<file path="src/rtl/core/rls_pkg.sv">
// Shared types, constants and codes of the LED run-light sequencer.
`default_nettype none

package rls_pkg;

    // Strip geometry.
    localparam int LED_COUNT = 16;
    localparam int LED_IDX_W = $clog2(LED_COUNT);
    localparam int STEP_W    = $clog2(LED_COUNT + 1);

    // Field and register widths.
    localparam int OPCODE_W     = 2;
    localparam int HUE_W        = 8;
    localparam int LED_SEL_W    = 4;
    localparam int LVL_W        = 8;
    localparam int SAT_W        = 8;
    localparam int PHASE_W      = 2;
    localparam int MIN_W        = 7;
    localparam int FULL_W       = 7;
    localparam int HOLD_TICKS_W = 16;
    localparam int HOLD_W       = 17;
    localparam int CFG_IDX_W    = 2;
    localparam int CFG_DATA_W   = 16;
    localparam int RAMP_W       = ((STEP_W > MIN_W) ? STEP_W : MIN_W) + 1;

    // Register reset values.
    localparam logic [MIN_W-1:0]        MIN_LEVEL_RST  = MIN_W'(10);
    localparam logic [FULL_W-1:0]       FULL_LEVEL_RST = FULL_W'(64);
    localparam logic [HOLD_TICKS_W-1:0] HOLD_TICKS_RST = HOLD_TICKS_W'(800);

    // Saturation selection by brightness.
    localparam logic [LVL_W-1:0] VAL_LOW_LIM = LVL_W'(22);
    localparam logic [LVL_W-1:0] VAL_MID_LIM = LVL_W'(34);
    localparam logic [SAT_W-1:0] SAT_OFF     = SAT_W'(0);
    localparam logic [SAT_W-1:0] SAT_LOW     = SAT_W'(127);
    localparam logic [SAT_W-1:0] SAT_MID     = SAT_W'(191);
    localparam logic [SAT_W-1:0] SAT_HIGH    = SAT_W'(255);

    typedef enum logic [OPCODE_W-1:0] {
        OP_TICK = 2'd0,
        OP_TRIG = 2'd1,
        OP_READ = 2'd2,
        OP_NOP  = 2'd3
    } t_opcode;

    typedef enum logic [PHASE_W-1:0] {
        PH_WAIT = 2'd0,
        PH_FILL = 2'd1,
        PH_ON   = 2'd2,
        PH_FADE = 2'd3
    } t_phase;

    typedef enum logic [CFG_IDX_W-1:0] {
        CFG_MIN_LEVEL  = 2'd0,
        CFG_FULL_LEVEL = 2'd1,
        CFG_HOLD_TICKS = 2'd2,
        CFG_RUN_UPWARD = 2'd3
    } t_cfg_idx;

    typedef struct packed {
        logic [MIN_W-1:0]        min_level;
        logic [FULL_W-1:0]       full_level;
        logic [HOLD_TICKS_W-1:0] hold_ticks;
        logic                    run_upward;
    } t_cfg;

    typedef struct packed {
        t_opcode              opcode;
        logic [HUE_W-1:0]     trigger_hue;
        logic [LED_SEL_W-1:0] led_index;
    } t_in_item;

    typedef struct packed {
        logic [HUE_W-1:0] hue;
        logic [SAT_W-1:0] saturation;
        logic [LVL_W-1:0] value;
        t_phase           phase;
        logic             rearm;
    } t_out_item;

    // Two write ports into the brightness store: previous LED and current LED.
    typedef struct packed {
        logic                 prev_we;
        logic [LED_IDX_W-1:0] prev_addr;
        logic [LVL_W-1:0]     prev_data;
        logic                 cur_we;
        logic [LED_IDX_W-1:0] cur_addr;
        logic [LVL_W-1:0]     cur_data;
    } t_store_wr;

endpackage

`default_nettype wire

</file>
<file path="src/rtl/core/rls_in_if.sv">
// Input channel of the run-light sequencer: valid, ready and one command beat.
`default_nettype none

interface rls_in_if;
    logic                                valid;
    logic                                ready;
    rls_pkg::t_opcode                    opcode;
    logic [rls_pkg::HUE_W-1:0]           trigger_hue;
    logic [rls_pkg::LED_SEL_W-1:0]       led_index;

    modport source (output valid, output opcode, output trigger_hue, output led_index,
                    input ready);
    modport sink   (input valid, input opcode, input trigger_hue, input led_index,
                    output ready);
endinterface

`default_nettype wire

</file>
<file path="src/rtl/core/rls_out_if.sv">
// Output channel of the run-light sequencer: valid, ready and one result beat.
`default_nettype none

interface rls_out_if;
    logic                            valid;
    logic                            ready;
    logic [rls_pkg::HUE_W-1:0]       hue;
    logic [rls_pkg::SAT_W-1:0]       saturation;
    logic [rls_pkg::LVL_W-1:0]       value;
    logic [rls_pkg::PHASE_W-1:0]     phase;
    logic                            rearm;

    modport source (output valid, output hue, output saturation, output value,
                    output phase, output rearm, input ready);
    modport sink   (input valid, input hue, input saturation, input value,
                    input phase, input rearm, output ready);
endinterface

`default_nettype wire

</file>
<file path="src/rtl/core/rls_store.sv">
// Per-LED brightness registers with two write ports and one read port.
`default_nettype none

module rls_store (
    input  wire logic                              i_clk,
    input  wire logic                              i_rst_n,
    input  wire rls_pkg::t_store_wr                i_wr,
    input  wire logic [rls_pkg::LED_IDX_W-1:0]     i_rd_addr,
    output logic [rls_pkg::LVL_W-1:0]              o_rd_data
);

    logic [rls_pkg::LVL_W-1:0] r_level [rls_pkg::LED_COUNT];

    always_ff @(posedge i_clk) begin
        if (!i_rst_n) begin
            for (int i = 0; i < rls_pkg::LED_COUNT; i++) begin
                r_level[i] <= '0;
            end
        end else begin
            if (i_wr.prev_we) begin
                r_level[i_wr.prev_addr] <= i_wr.prev_data;
            end
            if (i_wr.cur_we) begin
                r_level[i_wr.cur_addr] <= i_wr.cur_data;
            end
        end
    end

    assign o_rd_data = r_level[i_rd_addr];

endmodule

`default_nettype wire

</file>
<file path="src/rtl/core/rls_core.sv">
// Phase sequencer: state update, store writes and result formation for one beat.
`default_nettype none

module rls_core (
    input  wire logic                              i_clk,
    input  wire logic                              i_rst_n,
    input  wire logic                              i_en,
    input  wire rls_pkg::t_in_item                 i_item,
    input  wire rls_pkg::t_cfg                     i_cfg,
    output rls_pkg::t_store_wr                     o_wr,
    output logic [rls_pkg::LED_IDX_W-1:0]          o_rd_addr,
    input  wire logic [rls_pkg::LVL_W-1:0]         i_rd_data,
    output rls_pkg::t_out_item                     o_res
);

    rls_pkg::t_phase                     r_phase, n_phase;
    logic [rls_pkg::STEP_W-1:0]          r_step, n_step;
    logic [rls_pkg::HOLD_W-1:0]          r_hold, n_hold;
    logic [rls_pkg::HUE_W-1:0]           r_hue, n_hue;

    logic [rls_pkg::STEP_W-1:0]          step_inc;
    logic [rls_pkg::STEP_W-1:0]          step_dec;
    logic                                step_in_range;
    logic                                step_at_end;
    logic [rls_pkg::RAMP_W-1:0]          ramp;
    logic                                rd_in_range;
    logic [rls_pkg::LVL_W-1:0]           rd_value;
    rls_pkg::t_store_wr                  wr;

    // Maps a run step to the LED it drives, in the configured direction.
    function automatic logic [rls_pkg::LED_IDX_W-1:0] led_of_step(
        input logic [rls_pkg::STEP_W-1:0] step,
        input logic                       upward
    );
        logic [rls_pkg::LED_IDX_W-1:0] s;
        s = step[rls_pkg::LED_IDX_W-1:0];
        return upward ? (rls_pkg::LED_IDX_W'(rls_pkg::LED_COUNT - 1) - s) : s;
    endfunction

    assign step_inc      = r_step + rls_pkg::STEP_W'(1);
    assign step_dec      = r_step - rls_pkg::STEP_W'(1);
    assign step_in_range = r_step < rls_pkg::STEP_W'(rls_pkg::LED_COUNT);
    assign step_at_end   = step_inc >= rls_pkg::STEP_W'(rls_pkg::LED_COUNT);
    assign ramp          = rls_pkg::RAMP_W'(r_step) + rls_pkg::RAMP_W'(i_cfg.min_level);

    // Next state.
    always_comb begin
        n_phase = r_phase;
        n_step  = r_step;
        n_hold  = r_hold;
        n_hue   = r_hue;
        unique case (i_item.opcode)
            rls_pkg::OP_TICK: begin
                unique case (r_phase)
                    rls_pkg::PH_FILL: begin
                        if (step_at_end) begin
                            n_step  = rls_pkg::STEP_W'(rls_pkg::LED_COUNT - 1);
                            n_hold  = '0;
                            n_phase = rls_pkg::PH_ON;
                        end else begin
                            n_step = step_inc;
                        end
                    end
                    rls_pkg::PH_ON: begin
                        if (r_hold > rls_pkg::HOLD_W'(i_cfg.hold_ticks)) begin
                            n_hold  = '0;
                            n_step  = '0;
                            n_phase = rls_pkg::PH_FADE;
                        end else begin
                            n_hold = r_hold + rls_pkg::HOLD_W'(1);
                        end
                    end
                    rls_pkg::PH_FADE: begin
                        if (step_at_end) begin
                            n_step  = rls_pkg::STEP_W'(rls_pkg::LED_COUNT);
                            n_phase = rls_pkg::PH_WAIT;
                        end else begin
                            n_step = step_inc;
                        end
                    end
                    default: begin
                    end
                endcase
            end
            rls_pkg::OP_TRIG: begin
                if (r_phase == rls_pkg::PH_WAIT) begin
                    n_hue   = i_item.trigger_hue;
                    n_step  = '0;
                    n_phase = rls_pkg::PH_FILL;
                end
            end
            default: begin
            end
        endcase
    end

    // Store writes and result.
    always_comb begin
        wr          = '0;
        o_res       = '0;
        if (i_item.opcode == rls_pkg::OP_TICK && step_in_range) begin
            unique case (r_phase)
                rls_pkg::PH_FILL: begin
                    wr.cur_we   = 1'b1;
                    wr.cur_addr = led_of_step(r_step, i_cfg.run_upward);
                    if (ramp > rls_pkg::RAMP_W'(i_cfg.full_level)) begin
                        // The first LED of the run has no previous LED.
                        wr.prev_we   = r_step != '0;
                        wr.prev_addr = led_of_step(step_dec, i_cfg.run_upward);
                        wr.prev_data = rls_pkg::LVL_W'(i_cfg.full_level);
                        wr.cur_data  = {i_cfg.full_level, 1'b0};
                    end else begin
                        wr.cur_data = rls_pkg::LVL_W'(ramp);
                    end
                end
                rls_pkg::PH_FADE: begin
                    wr.cur_we   = 1'b1;
                    wr.cur_addr = led_of_step(r_step, i_cfg.run_upward);
                    wr.cur_data = '0;
                end
                default: begin
                end
            endcase
        end
        o_res.hue   = n_hue;
        o_res.phase = n_phase;
        o_res.rearm = (i_item.opcode == rls_pkg::OP_TICK) &&
                      (r_phase == rls_pkg::PH_FADE) && step_at_end;
        o_res.value = rd_value;
        priority if (rd_value == '0) begin
            o_res.saturation = rls_pkg::SAT_OFF;
        end else if (rd_value < rls_pkg::VAL_LOW_LIM) begin
            o_res.saturation = rls_pkg::SAT_LOW;
        end else if (rd_value < rls_pkg::VAL_MID_LIM) begin
            o_res.saturation = rls_pkg::SAT_MID;
        end else begin
            o_res.saturation = rls_pkg::SAT_HIGH;
        end
    end

    assign rd_in_range = 32'(i_item.led_index) < 32'(rls_pkg::LED_COUNT);
    assign o_rd_addr   = rls_pkg::LED_IDX_W'(i_item.led_index);
    assign rd_value    = (i_item.opcode == rls_pkg::OP_READ && rd_in_range) ? i_rd_data : '0;

    always_comb begin
        o_wr         = wr;
        o_wr.prev_we = wr.prev_we && i_en;
        o_wr.cur_we  = wr.cur_we && i_en;
    end

    always_ff @(posedge i_clk) begin
        if (!i_rst_n) begin
            r_phase <= rls_pkg::PH_WAIT;
            r_step  <= '0;
            r_hold  <= '0;
            r_hue   <= '0;
        end else if (i_en) begin
            r_phase <= n_phase;
            r_step  <= n_step;
            r_hold  <= n_hold;
            r_hue   <= n_hue;
        end
    end

endmodule

`default_nettype wire

</file>
<file path="src/rtl/core/led_run_light_sequencer.sv">
// Top level of the LED run-light sequencer: input register, sequencer, output register.
// An accepted beat is held in the input register, and its result is then registered in the
// output register, where it stays until the sink takes it.
// Throughput: one beat per cycle while the sink is ready; input and output registers form a
// two-stage pipeline, and the state update plus one store access fit between them.
// Reset (synchronous, active low) empties both stages, sets the phase to waiting,
// clears the step, hold count, hue and every LED level, and loads the register defaults.
`default_nettype none

module led_run_light_sequencer (
    input  wire logic                               i_clk,
    input  wire logic                               i_rst_n,
    rls_in_if.sink                                  i_in,
    rls_out_if.source                               o_out,
    input  wire logic                               i_cfg_we,
    input  wire logic [rls_pkg::CFG_IDX_W-1:0]      i_cfg_idx,
    input  wire logic [rls_pkg::CFG_DATA_W-1:0]     i_cfg_data
);

    // Configuration registers. They must be written only while the pipeline is empty; the block does not enforce this.
    rls_pkg::t_cfg r_cfg;

    always_ff @(posedge i_clk) begin
        if (!i_rst_n) begin
            r_cfg.min_level  <= rls_pkg::MIN_LEVEL_RST;
            r_cfg.full_level <= rls_pkg::FULL_LEVEL_RST;
            r_cfg.hold_ticks <= rls_pkg::HOLD_TICKS_RST;
            r_cfg.run_upward <= 1'b0;
        end else if (i_cfg_we) begin
            unique case (rls_pkg::t_cfg_idx'(i_cfg_idx))
                rls_pkg::CFG_MIN_LEVEL:  r_cfg.min_level  <= i_cfg_data[rls_pkg::MIN_W-1:0];
                rls_pkg::CFG_FULL_LEVEL: r_cfg.full_level <= i_cfg_data[rls_pkg::FULL_W-1:0];
                rls_pkg::CFG_HOLD_TICKS: r_cfg.hold_ticks <= i_cfg_data;
                rls_pkg::CFG_RUN_UPWARD: r_cfg.run_upward <= i_cfg_data[0];
                default: begin
                end
            endcase
        end
    end

    // Stage one holds the accepted beat. It advances into the output register
    // whenever that register is empty or its beat is being taken this cycle. The input side
    // accepts while stage one is empty or advancing, so one beat can wait behind a stalled result.
    logic                r_in_vld;
    rls_pkg::t_in_item   r_in;
    logic                r_out_vld;
    rls_pkg::t_out_item  r_out;
    logic                adv;
    logic                in_take;

    assign adv        = r_in_vld && (!r_out_vld || o_out.ready);
    assign i_in.ready = !r_in_vld || adv;
    assign in_take    = i_in.valid && i_in.ready;

    always_ff @(posedge i_clk) begin
        if (!i_rst_n) begin
            r_in_vld <= 1'b0;
        end else if (i_in.ready) begin
            r_in_vld <= i_in.valid;
        end
    end

    always_ff @(posedge i_clk) begin
        if (in_take) begin
            r_in.opcode      <= i_in.opcode;
            r_in.trigger_hue <= i_in.trigger_hue;
            r_in.led_index   <= i_in.led_index;
        end
    end

    // Sequencer and LED store. The state and the store change only when the beat in
    // stage one moves on, so each beat acts exactly once and reads see every earlier
    // write.
    rls_pkg::t_store_wr                   store_wr;
    logic [rls_pkg::LED_IDX_W-1:0]        rd_addr;
    logic [rls_pkg::LVL_W-1:0]            rd_data;
    rls_pkg::t_out_item                   res;

    rls_core u_core (
        .i_clk     (i_clk),
        .i_rst_n   (i_rst_n),
        .i_en      (adv),
        .i_item    (r_in),
        .i_cfg     (r_cfg),
        .o_wr      (store_wr),
        .o_rd_addr (rd_addr),
        .i_rd_data (rd_data),
        .o_res     (res)
    );

    rls_store u_store (
        .i_clk     (i_clk),
        .i_rst_n   (i_rst_n),
        .i_wr      (store_wr),
        .i_rd_addr (rd_addr),
        .o_rd_data (rd_data)
    );

    // Output register. It holds its beat until the sink takes it.
    always_ff @(posedge i_clk) begin
        if (!i_rst_n) begin
            r_out_vld <= 1'b0;
        end else if (adv) begin
            r_out_vld <= 1'b1;
        end else if (o_out.ready) begin
            r_out_vld <= 1'b0;
        end
    end

    always_ff @(posedge i_clk) begin
        if (adv) begin
            r_out <= res;
        end
    end

    assign o_out.valid      = r_out_vld;
    assign o_out.hue        = r_out.hue;
    assign o_out.saturation = r_out.saturation;
    assign o_out.value      = r_out.value;
    assign o_out.phase      = r_out.phase;
    assign o_out.rearm      = r_out.rearm;

endmodule

`default_nettype wire

</file>
<file path="src/flat_wrapper.sv">
// flat-port wrapper written by rule: the top's interface ports become plain ports
module led_run_light_sequencer_flat 
  (i_clk, i_rst_n, i_cfg_we, i_cfg_idx, i_cfg_data, i_in_valid, i_in_opcode, i_in_trigger_hue, i_in_led_index, i_in_ready, o_out_valid, o_out_hue, o_out_saturation, o_out_value, o_out_phase, o_out_rearm, o_out_ready);
  rls_in_if i_in_i ();
  rls_out_if o_out_i ();
  input  wire logic i_clk;
  input  wire logic i_rst_n;
  input  wire logic i_cfg_we;
  input  wire logic [rls_pkg::CFG_IDX_W-1:0] i_cfg_idx;
  input  wire logic [rls_pkg::CFG_DATA_W-1:0] i_cfg_data;
  input wire logic [$bits(i_in_i.valid)-1:0] i_in_valid;
  input wire logic [$bits(i_in_i.opcode)-1:0] i_in_opcode;
  input wire logic [$bits(i_in_i.trigger_hue)-1:0] i_in_trigger_hue;
  input wire logic [$bits(i_in_i.led_index)-1:0] i_in_led_index;
  output wire logic [$bits(i_in_i.ready)-1:0] i_in_ready;
  output wire logic [$bits(o_out_i.valid)-1:0] o_out_valid;
  output wire logic [$bits(o_out_i.hue)-1:0] o_out_hue;
  output wire logic [$bits(o_out_i.saturation)-1:0] o_out_saturation;
  output wire logic [$bits(o_out_i.value)-1:0] o_out_value;
  output wire logic [$bits(o_out_i.phase)-1:0] o_out_phase;
  output wire logic [$bits(o_out_i.rearm)-1:0] o_out_rearm;
  input wire logic [$bits(o_out_i.ready)-1:0] o_out_ready;
  assign i_in_i.valid = i_in_valid;
  assign i_in_i.opcode = i_in_opcode;
  assign i_in_i.trigger_hue = i_in_trigger_hue;
  assign i_in_i.led_index = i_in_led_index;
  assign i_in_ready = i_in_i.ready;
  assign o_out_valid = o_out_i.valid;
  assign o_out_hue = o_out_i.hue;
  assign o_out_saturation = o_out_i.saturation;
  assign o_out_value = o_out_i.value;
  assign o_out_phase = o_out_i.phase;
  assign o_out_rearm = o_out_i.rearm;
  assign o_out_i.ready = o_out_ready;
  led_run_light_sequencer u_core (.i_clk(i_clk), .i_rst_n(i_rst_n), .i_in(i_in_i), .o_out(o_out_i), .i_cfg_we(i_cfg_we), .i_cfg_idx(i_cfg_idx), .i_cfg_data(i_cfg_data));
endmodule
</file>
<file path="config.mk">
export PLATFORM = sky130hd
export DESIGN_NAME = led_run_light_sequencer_flat
export DESIGN_NICKNAME = d
export VERILOG_FILES = /design/src/rtl/core/rls_pkg.sv /design/src/rtl/core/rls_in_if.sv /design/src/rtl/core/rls_out_if.sv /design/src/rtl/core/rls_store.sv /design/src/rtl/core/rls_core.sv /design/src/rtl/core/led_run_light_sequencer.sv /design/src/flat_wrapper.sv
export SDC_FILE = /design/constraint.sdc
export NUM_CORES = 1
export LEC_CHECK = 0
export BUFFER_PORTS_ARGS = -buffer_cell sky130_fd_sc_hd__buf_2
export CAP_MARGIN = 20
export CORE_ASPECT_RATIO = 0.9
export CORE_UTILIZATION = 50
export DETAILED_ROUTE_END_ITERATION = 10
export PLACE_DENSITY = 0.73
export SYNTH_ARGS = -nofsm -noshare
export SYNTH_HDL_FRONTEND = slang
export SYNTH_HIERARCHICAL = 1
export SYNTH_SLANG_ARGS = --single-unit
</file>
<file path="constraint.sdc">
create_clock -name i_clk -period 7.1 [get_ports i_clk]
set_input_delay 0.71 -clock i_clk [delete_from_list [all_inputs] [get_ports i_clk]]
set_output_delay 0.71 -clock i_clk [all_outputs]
set_load 0.02 [all_outputs]
</file>
==> flow_summary.json, run 1 <==
{
  "io_pins": 66,
  "post_drt_via_cell_ratio": 6.23,
  "clkSlewWorstSetupHoldPaths_ns": 0.06,
  "clock_latency_ns": 0.55,
  "clock_sinks": 234,
  "p_per_area_mw_per_mm2": 212,
  "grt_pass1_vias": 8915,
  "fin_crit_sh_pct": 75.0,
  "holdBufCountCts": 0,
  "overflow": 0,
  "cts_tree": "built",
  "postPlaceCellArea_mm2": 0.0135,
  "dr_total_vias": 9627,
  "diodes": 0,
  "grt_first_pass_wirelength_um": 50200,
  "worst_slew_pin_slew_ns": 1.14,
  "hold_viol": 0,
  "cts_buffers": 26,
  "slew_headroom_pct": 23.9,
  "internal_power_mw": 2.33,
  "hold_class": "in -> reg",
  "peakVddDrop_uv": 174,
  "netlist_area_mm2": 0.0131,
  "clock_skew_ns": 0.0204,
  "multi_input_area_mm2": 0.00601,
  "drt_pass1_iterations": 8,
  "final-seq-area_mm2": 0.00638,
  "cpPeakStageDelay_ns": 0.75,
  "antenna_found_initial": 0,
  "rsz0062_at_grt": "false",
  "place.port_buffers": 65,
  "cts_root_buffer": "clkbuf_16",
  "routed_wl_um": 32900,
  "slew_violations": 0,
  "synthDistinctLibCells": 84,
  "crit_path_cell_trace": "ha_1, fa_1, a21o_1, a21oi_1, nor2b_1, o21ai_0, xnor2_1, ha_1, nand4_1, o22a_1, o31a_1, nor2_1, nor4_1, nand4b_2, nor3_2, nand3b_1",
  "combinationalPowerShare_pct": 7.3,
  "p_leak_nw": 5.79,
  "initial_core_util_pct": 51.5,
  "dieHeight_um": 155,
  "die_x_um": 172,
  "switchingPower_mw": 0.711,
  "dieArea_mm2": 0.0268,
  "cts_resized": 0,
  "ant_nets": 0,
  "synth_cells": 1165,
  "routedWlPerCell_um": 21.3,
  "finalSetupTns_ns": 0,
  "critPathSlowestCell": "nor4_1",
  "avgSynthCellArea_um2": 11.2,
  "syn_nets": 1239,
  "cap_violations": 0,
  "ctsLongestPathBuffers": 3,
  "cp_data_arrival_time_ns": 5.53,
  "mostFrequentLayoutCell": "edfxtp_1",
  "status": "finished clean",
  "grt_start_max_net_pins": 73,
  "synth_edf_count": 169,
  "placedCellCount": 1498,
  "core_mm2": 0.0254,
  "first_iter_violations": 1058,
  "sequentialPowerShare_pct": 50.6,
  "ys_seq_area_share_pct": 48.8,
  "finalNetCount": 1258,
  "grt_use_total_pct": 24.6,
  "nFillCells": 2106,
  "dp_hpwl_um": 22200,
  "worstSetupStartpointType": "register",
  "syn_to_final_growth_pct": 9.64,
  "cts.htree.levels": 1,
  "crit_path_end_kind": "register",
  "place.gp.congestion": 0.937,
  "drive_gt1_share_pct": 25.3,
  "synth_warnings": 6,
  "cp_max_fo": 13,
  "fin_cells": 1545,
  "worst-setup-path-type": "reg -> reg",
  "async_flop_share_pct": 0,
  "final_cell_mix": "edfxtp_1, and3_1, a31o_2",
  "swShare_pct": 23.4,
  "fp-row-count": 55,
  "fin_crit_ns": 5.33,
  "critPathRequiredTime_ns": 7.30,
  "power_frac_clock_pct": 42.1,
  "fmax_mhz": 188,
  "ys.flop_type": "edfxtp_1",
  "ys_ff_latch": 234,
  "cp_common_cell": "ha_1",
  "drcViolationCount": 0,
  "setup_viol": 0,
  "post-cts-setup-buffers": 0,
  "fin_area_mm2": 0.0143
}
-- worst max-delay path: cells and delay by family, from the launching register on --
kind / cells / cell delay (ns)
DFF: 1 / 0.37
adders and majority gates: 3 / 0.93
AOI/OAI and AO/OA: 5 / 1.02
xor gates and xnor gates: 1 / 0.19
and+or+nand+nor: 7 / 2.47
-- final timing paths --
kind	from	endpoint	slack [ns]	cells past startpoint
hold reg to reg	u_core/r_cfg[5]	u_core/r_cfg[5]	0.46	2
setup / recovery	u_core/u_core/r_step[0]	u_core/u_store/r_level[4][2]	1.77	16
hold / removal	i_in_trigger_hue[7]	u_core/r_in[11]	0.34	1
setup reg to reg	u_core/u_core/r_step[0]	u_core/u_store/r_level[4][2]	1.77	16
-- registers in the layout, indices dropped and copies added, names as in the netlist --
| register | count |
|---|---|
| u_core/u_core/r_phase | 2 |
| u_core/o_out.hue | 8 |
| u_core/r_cfg | 31 |
| u_core/u_core/r_step | 5 |
| u_core/u_core/r_hold | 17 |
| u_core/o_out.rearm | 1 |
| u_core/o_out.valid | 1 |
| u_core/r_in_vld | 1 |
| u_core/u_core/r_hue | 8 |
| u_core/r_in | 14 |
| u_core/o_out.phase | 2 |
| u_core/o_out.saturation | 8 |
| u_core/o_out.value | 8 |
| u_core/u_store/r_level | 128 |
-- metal layers --
metal | part of all wire (%) | global-route usage (%) | routed length [µm]
met2 | 44 | 37.0 | 14400
met1 | 43 | 35.6 | 14200
met5 | 0 | 0 | 0
met4 | 3.0 | 8.68 | 981
met3 | 10 | 4.32 | 3380
-- cell usage after synthesis, types with 7 or more instances --
library cell | instances | share of area (%)
nand2_2 | 12 | 0.57
a31o_1 | 8 | 0.54
a31o_2 | 96 | 6.4
edfxtp_1 | 169 | 39
dfxtp_1 | 65 | 10
nor2b_1 | 16 | 0.77
nand3_1 | 39 | 1.5
nor3_1 | 19 | 0.73
mux2_2 | 8 | 0.69
o31ai_1 | 27 | 1.6
ha_1 | 36 | 3.4
xnor2_1 | 13 | 0.87
buf_2 | 25 | 0.96
a21oi_1 | 19 | 0.73
xor2_1 | 13 | 0.87
inv_1 | 50 | 1.4
nor2_1 | 66 | 1.9
nor3b_1 | 8 | 0.46
a22oi_1 | 16 | 0.92
o21ai_0 | 17 | 0.65
buf_1 | 7 | 0.20
mux4_2 | 29 | 5.0
and2_1 | 13 | 0.62
clkbuf_1 | 44 | 1.3
buf_4 | 16 | 0.92
mux2i_1 | 27 | 2.1
nand3b_1 | 19 | 1.1
and3_1 | 109 | 5.2
nand4_1 | 8 | 0.38
o211ai_1 | 7 | 0.40
nand2_1 | 73 | 2.1
-- power by group through the flow --
| stage | Combinational [mW] | Sequential, mW | Clock (mW) |
|---|---|---|---|
| global placement | 0.213 | 1.57 | 0 |
| floorplan | 0.160 | 1.57 | 0 |
| CTS | 0.219 | 1.54 | 1.30 |
| finish | 0.221 | 1.54 | 1.28 |
| global route | 0.242 | 1.54 | 1.35 |
| detailed placement | 0.218 | 1.57 | 0 |
-- cell families (layout without fill, tap and decap cells) --
family                   count (synthesis)  count (layout)  synth area share [%]
AND/OR/NAND/NOR                        423             423                  18.3
multiplexers                            67              67                  8.36
AO/OA/AOI/OAI                          226             226                  13.4
XOR/XNOR                                27              27                  1.87
other                                    1               1                0.0287
flip-flops                             234             234                  48.8
buffers and inverters                  150             188                  5.58
adder cells (fa/ha/maj)                 37              37                  3.60
-- final cells by class --
type / instances / area share (%)
inverter: 50 / 1.31
timing repair buffer: 91 / 3.63
sequential: 234 / 44.5
tap: 342 / 2.99
multi-input combinational: 781 / 41.9
clock inverter: 14 / 0.794
clock buffer: 33 / 4.87
-- per-stage QoR --
stage          utilization [%]  hold slack [ns]  total power [mW]  setup slack, ns
6_report                  56.4            0.341              3.04             1.77
3_5_place_dp              53.2            0.456              1.79             1.84
2_1_floorplan                -            0.435              1.73             2.40
3_3_place_gp              53.2            0.444              1.78             2.08
5_1_grt                   56.4            0.335              3.13             1.36
4_1_cts                   56.4            0.328              3.06             1.84
Power figures use the tool's default switching activity.
==> run 2: changes to the inputs <==
PLACE_DENSITY = 0.76   (was 0.73)
clock period = 4.8 ns   (was 7.1 ns; I/O delays follow)
==> flow_summary.json, run 2 (synthesis gave the netlist of run 1 again) <==
{
  "status": "finished clean",
  "critPathRequiredTime_ns": 4.99,
  "slew_violations": 0,
  "mostFrequentLayoutCell": "edfxtp_1",
  "top_layer_used": "met4",
  "dp_hpwl_um": 22600,
  "cp_max_fo": 9,
  "sequentialPowerShare_pct": 50.1,
  "worst_slew_pin_slew_ns": 1.09,
  "cts_root_buffer": "clkbuf_16",
  "switchingPower_mw": 1.04,
  "cts.htree.levels": 1,
  "cp_top_family": "simple AND/OR/NAND/NOR gates",
  "hold_viol": 0,
  "clock_sinks": 234,
  "swShare_pct": 22.9,
  "cp_data_arrival_time_ns": 4.65,
  "drive_gt1_share_pct": 27.6,
  "r2r-start": "u_core/u_core/r_step[0]",
  "holdBufCountCts": 0,
  "reg2reg_depth": 18,
  "core_mm2": 0.0254,
  "largest_register_ffs": 128,
  "fmax_mhz": 224,
  "cts_tree": "built",
  "fp-row-count": 55,
  "setup_viol": 0,
  "drcViolationCount": 0,
  "ant_nets": 0,
  "overflow": 0,
  "dieHeight_um": 155,
  "crit_path_cell_trace": "ha_1, fa_1, a21o_1, a21oi_1, nor2b_1, o21ai_0, xnor2_1, ha_1, nand4_1, o22a_1, o31a_1, nor2_2, buf_4, nor3_1, buf_4, nand2b_1, or2_0, nand3b_1",
  "finalNetCount": 1292,
  "dr_total_vias": 9922,
  "grt_use_total_pct": 25.5,
  "clkSlewWorstSetupHoldPaths_ns": 0.06,
  "crit_path_end_kind": "register",
  "syn_to_final_growth_pct": 12.4,
  "r2r-end": "u_core/u_store/r_level[12][3]",
  "cpPeakStageDelay_ns": 0.40,
  "grt_pass1_vias": 9123,
  "finalSetupTns_ns": 0,
  "endpoint": "u_core/u_store/r_level[12][3]",
  "die_x_um": 172,
  "ctsLongestPathBuffers": 3,
  "power_frac_clock_pct": 42.4,
  "antenna_found_initial": 1,
  "dieArea_mm2": 0.0268,
  "internal_power_mw": 3.50,
  "wl_met1_um": 14200,
  "cap_violations": 0,
  "initial_core_util_pct": 51.5,
  "combinationalPowerShare_pct": 7.4,
  "worst-setup-path-type": "reg -> reg",
  "top_register": "u_core/u_store/r_level",
  "grt_start_max_net_pins": 71,
  "peakVddDrop_uv": 232,
  "holdWs_ns": 0.114,
  "clock_skew_ns": 0.0137,
  "startpoint": "u_core/u_core/r_step[0]",
  "fin_crit_ns": 4.46,
  "p_per_area_mw_per_mm2": 309,
  "cts_buffers": 25,
  "met3_length_um": 3320,
  "drt_pass1_iterations": 8,
  "cp.depth": 18,
  "first_iter_violations": 1235,
  "routedWlPerCell_um": 21.6,
  "post_drt_via_cell_ratio": 6.28,
  "route.met2.wl_um": 15600,
  "final_cell_mix": "edfxtp_1, and3_1, a31o_2",
  "grt_first_pass_wirelength_um": 52200,
  "hold_class": "in -> reg",
  "reg_top3": "u_core/u_store/r_level (128), u_core/r_cfg (31), u_core/u_core/r_hold (17)",
  "worst-path-buf-inv": 2,
  "holdPathStages": 1,
  "p_leak_nw": 6.00,
  "final_util_pct": 57.9,
  "slew_headroom_pct": 27.3,
  "place.port_buffers": 65,
  "reg2reg_slack_ns": 0.34,
  "critPathSlowestCell": "fa_1",
  "io_pins": 66,
  "rsz0062_at_grt": "false",
  "routed_wl_um": 34100,
  "clock_latency_ns": 0.54,
  "fin_crit_sh_pct": 92.9,
  "place.gp.congestion": 0.911,
  "worstSetupStartpointType": "register"
}
## run 2: cell count changes in the layout (fill, tap and decap cells not counted), moves of 2 or more
cell,previous run,this run
nor3_1,19,17
buf_12,0,2
clkinv_1,4,1
nor2_2,5,7
a21oi_2,4,1
nor2_1,65,63
a21oi_1,16,19
buf_4,26,57
## run 2: worst min-delay path by stage
stage	slack (ns)	from	to
final	0.11	i_in_trigger_hue[1]	u_core/r_in[5]
after global routing	0.10	i_in_trigger_hue[1]	u_core/r_in[5]
after CTS	0.10	i_in_trigger_hue[1]	u_core/r_in[5]
after detailed placement	0.45	u_core/r_cfg[2]	u_core/r_cfg[2]
after global placement	0.44	u_core/r_cfg[15]	u_core/r_cfg[15]
after floorplan	0.43	u_core/r_cfg[11]	u_core/r_cfg[11]
## run 2: timing repair
item                                    4_1_cts  5_1_grt
endpoints found under the setup margin        0       80
gates resized for setup                       0        7
setup buffers                                 0        8
## run 2: layout make-up
class / count / area, µm²
Antenna cell: 1 / 2.50
Sequential cell: 234 / 6380
Tap cell: 342 / 428
Timing Repair Buffer: 126 / 843
Clock buffer: 35 / 696
Inverter: 50 / 188
Fill cell: 2054 / 10700
Clock inverter: 11 / 129
Multi-Input combinational cell: 781 / 6030
## run 2: metrics by stage
stage / worst slack [ns] / power (mW) / cell area [µm²] / instances
after floorplan: 0.315 / 2.56 / 13100 / 1165
after global placement: 0.236 / 2.63 / 13700 / 1523
after detailed placement: 0.124 / 2.64 / 13700 / 1523
after CTS: 0.109 / 4.55 / 14500 / 1569
after global routing: 0.00597 / 4.68 / 14700 / 1579
final: 0.343 / 4.54 / 14700 / 1580
## run 2: power by group through the flow
| stage | clock network [mW] | logic [mW] | registers (mW) |
|---|---|---|---|
| floorplan | 0 | 0.236 | 2.32 |
| global placement | 0 | 0.315 | 2.32 |
| detailed placement | 0 | 0.322 | 2.32 |
| CTS | 1.95 | 0.325 | 2.28 |
| global route | 2.03 | 0.367 | 2.28 |
| finish | 1.93 | 0.338 | 2.28 |
## run 2: layer usage
layer / global-route usage, % / up-vias
met1: 36.1 / 4803
met2: 39.2 / 548
met5: 0 / -
met3: 4.81 / 66
li1: - / 4505
met4: 8.34 / 0
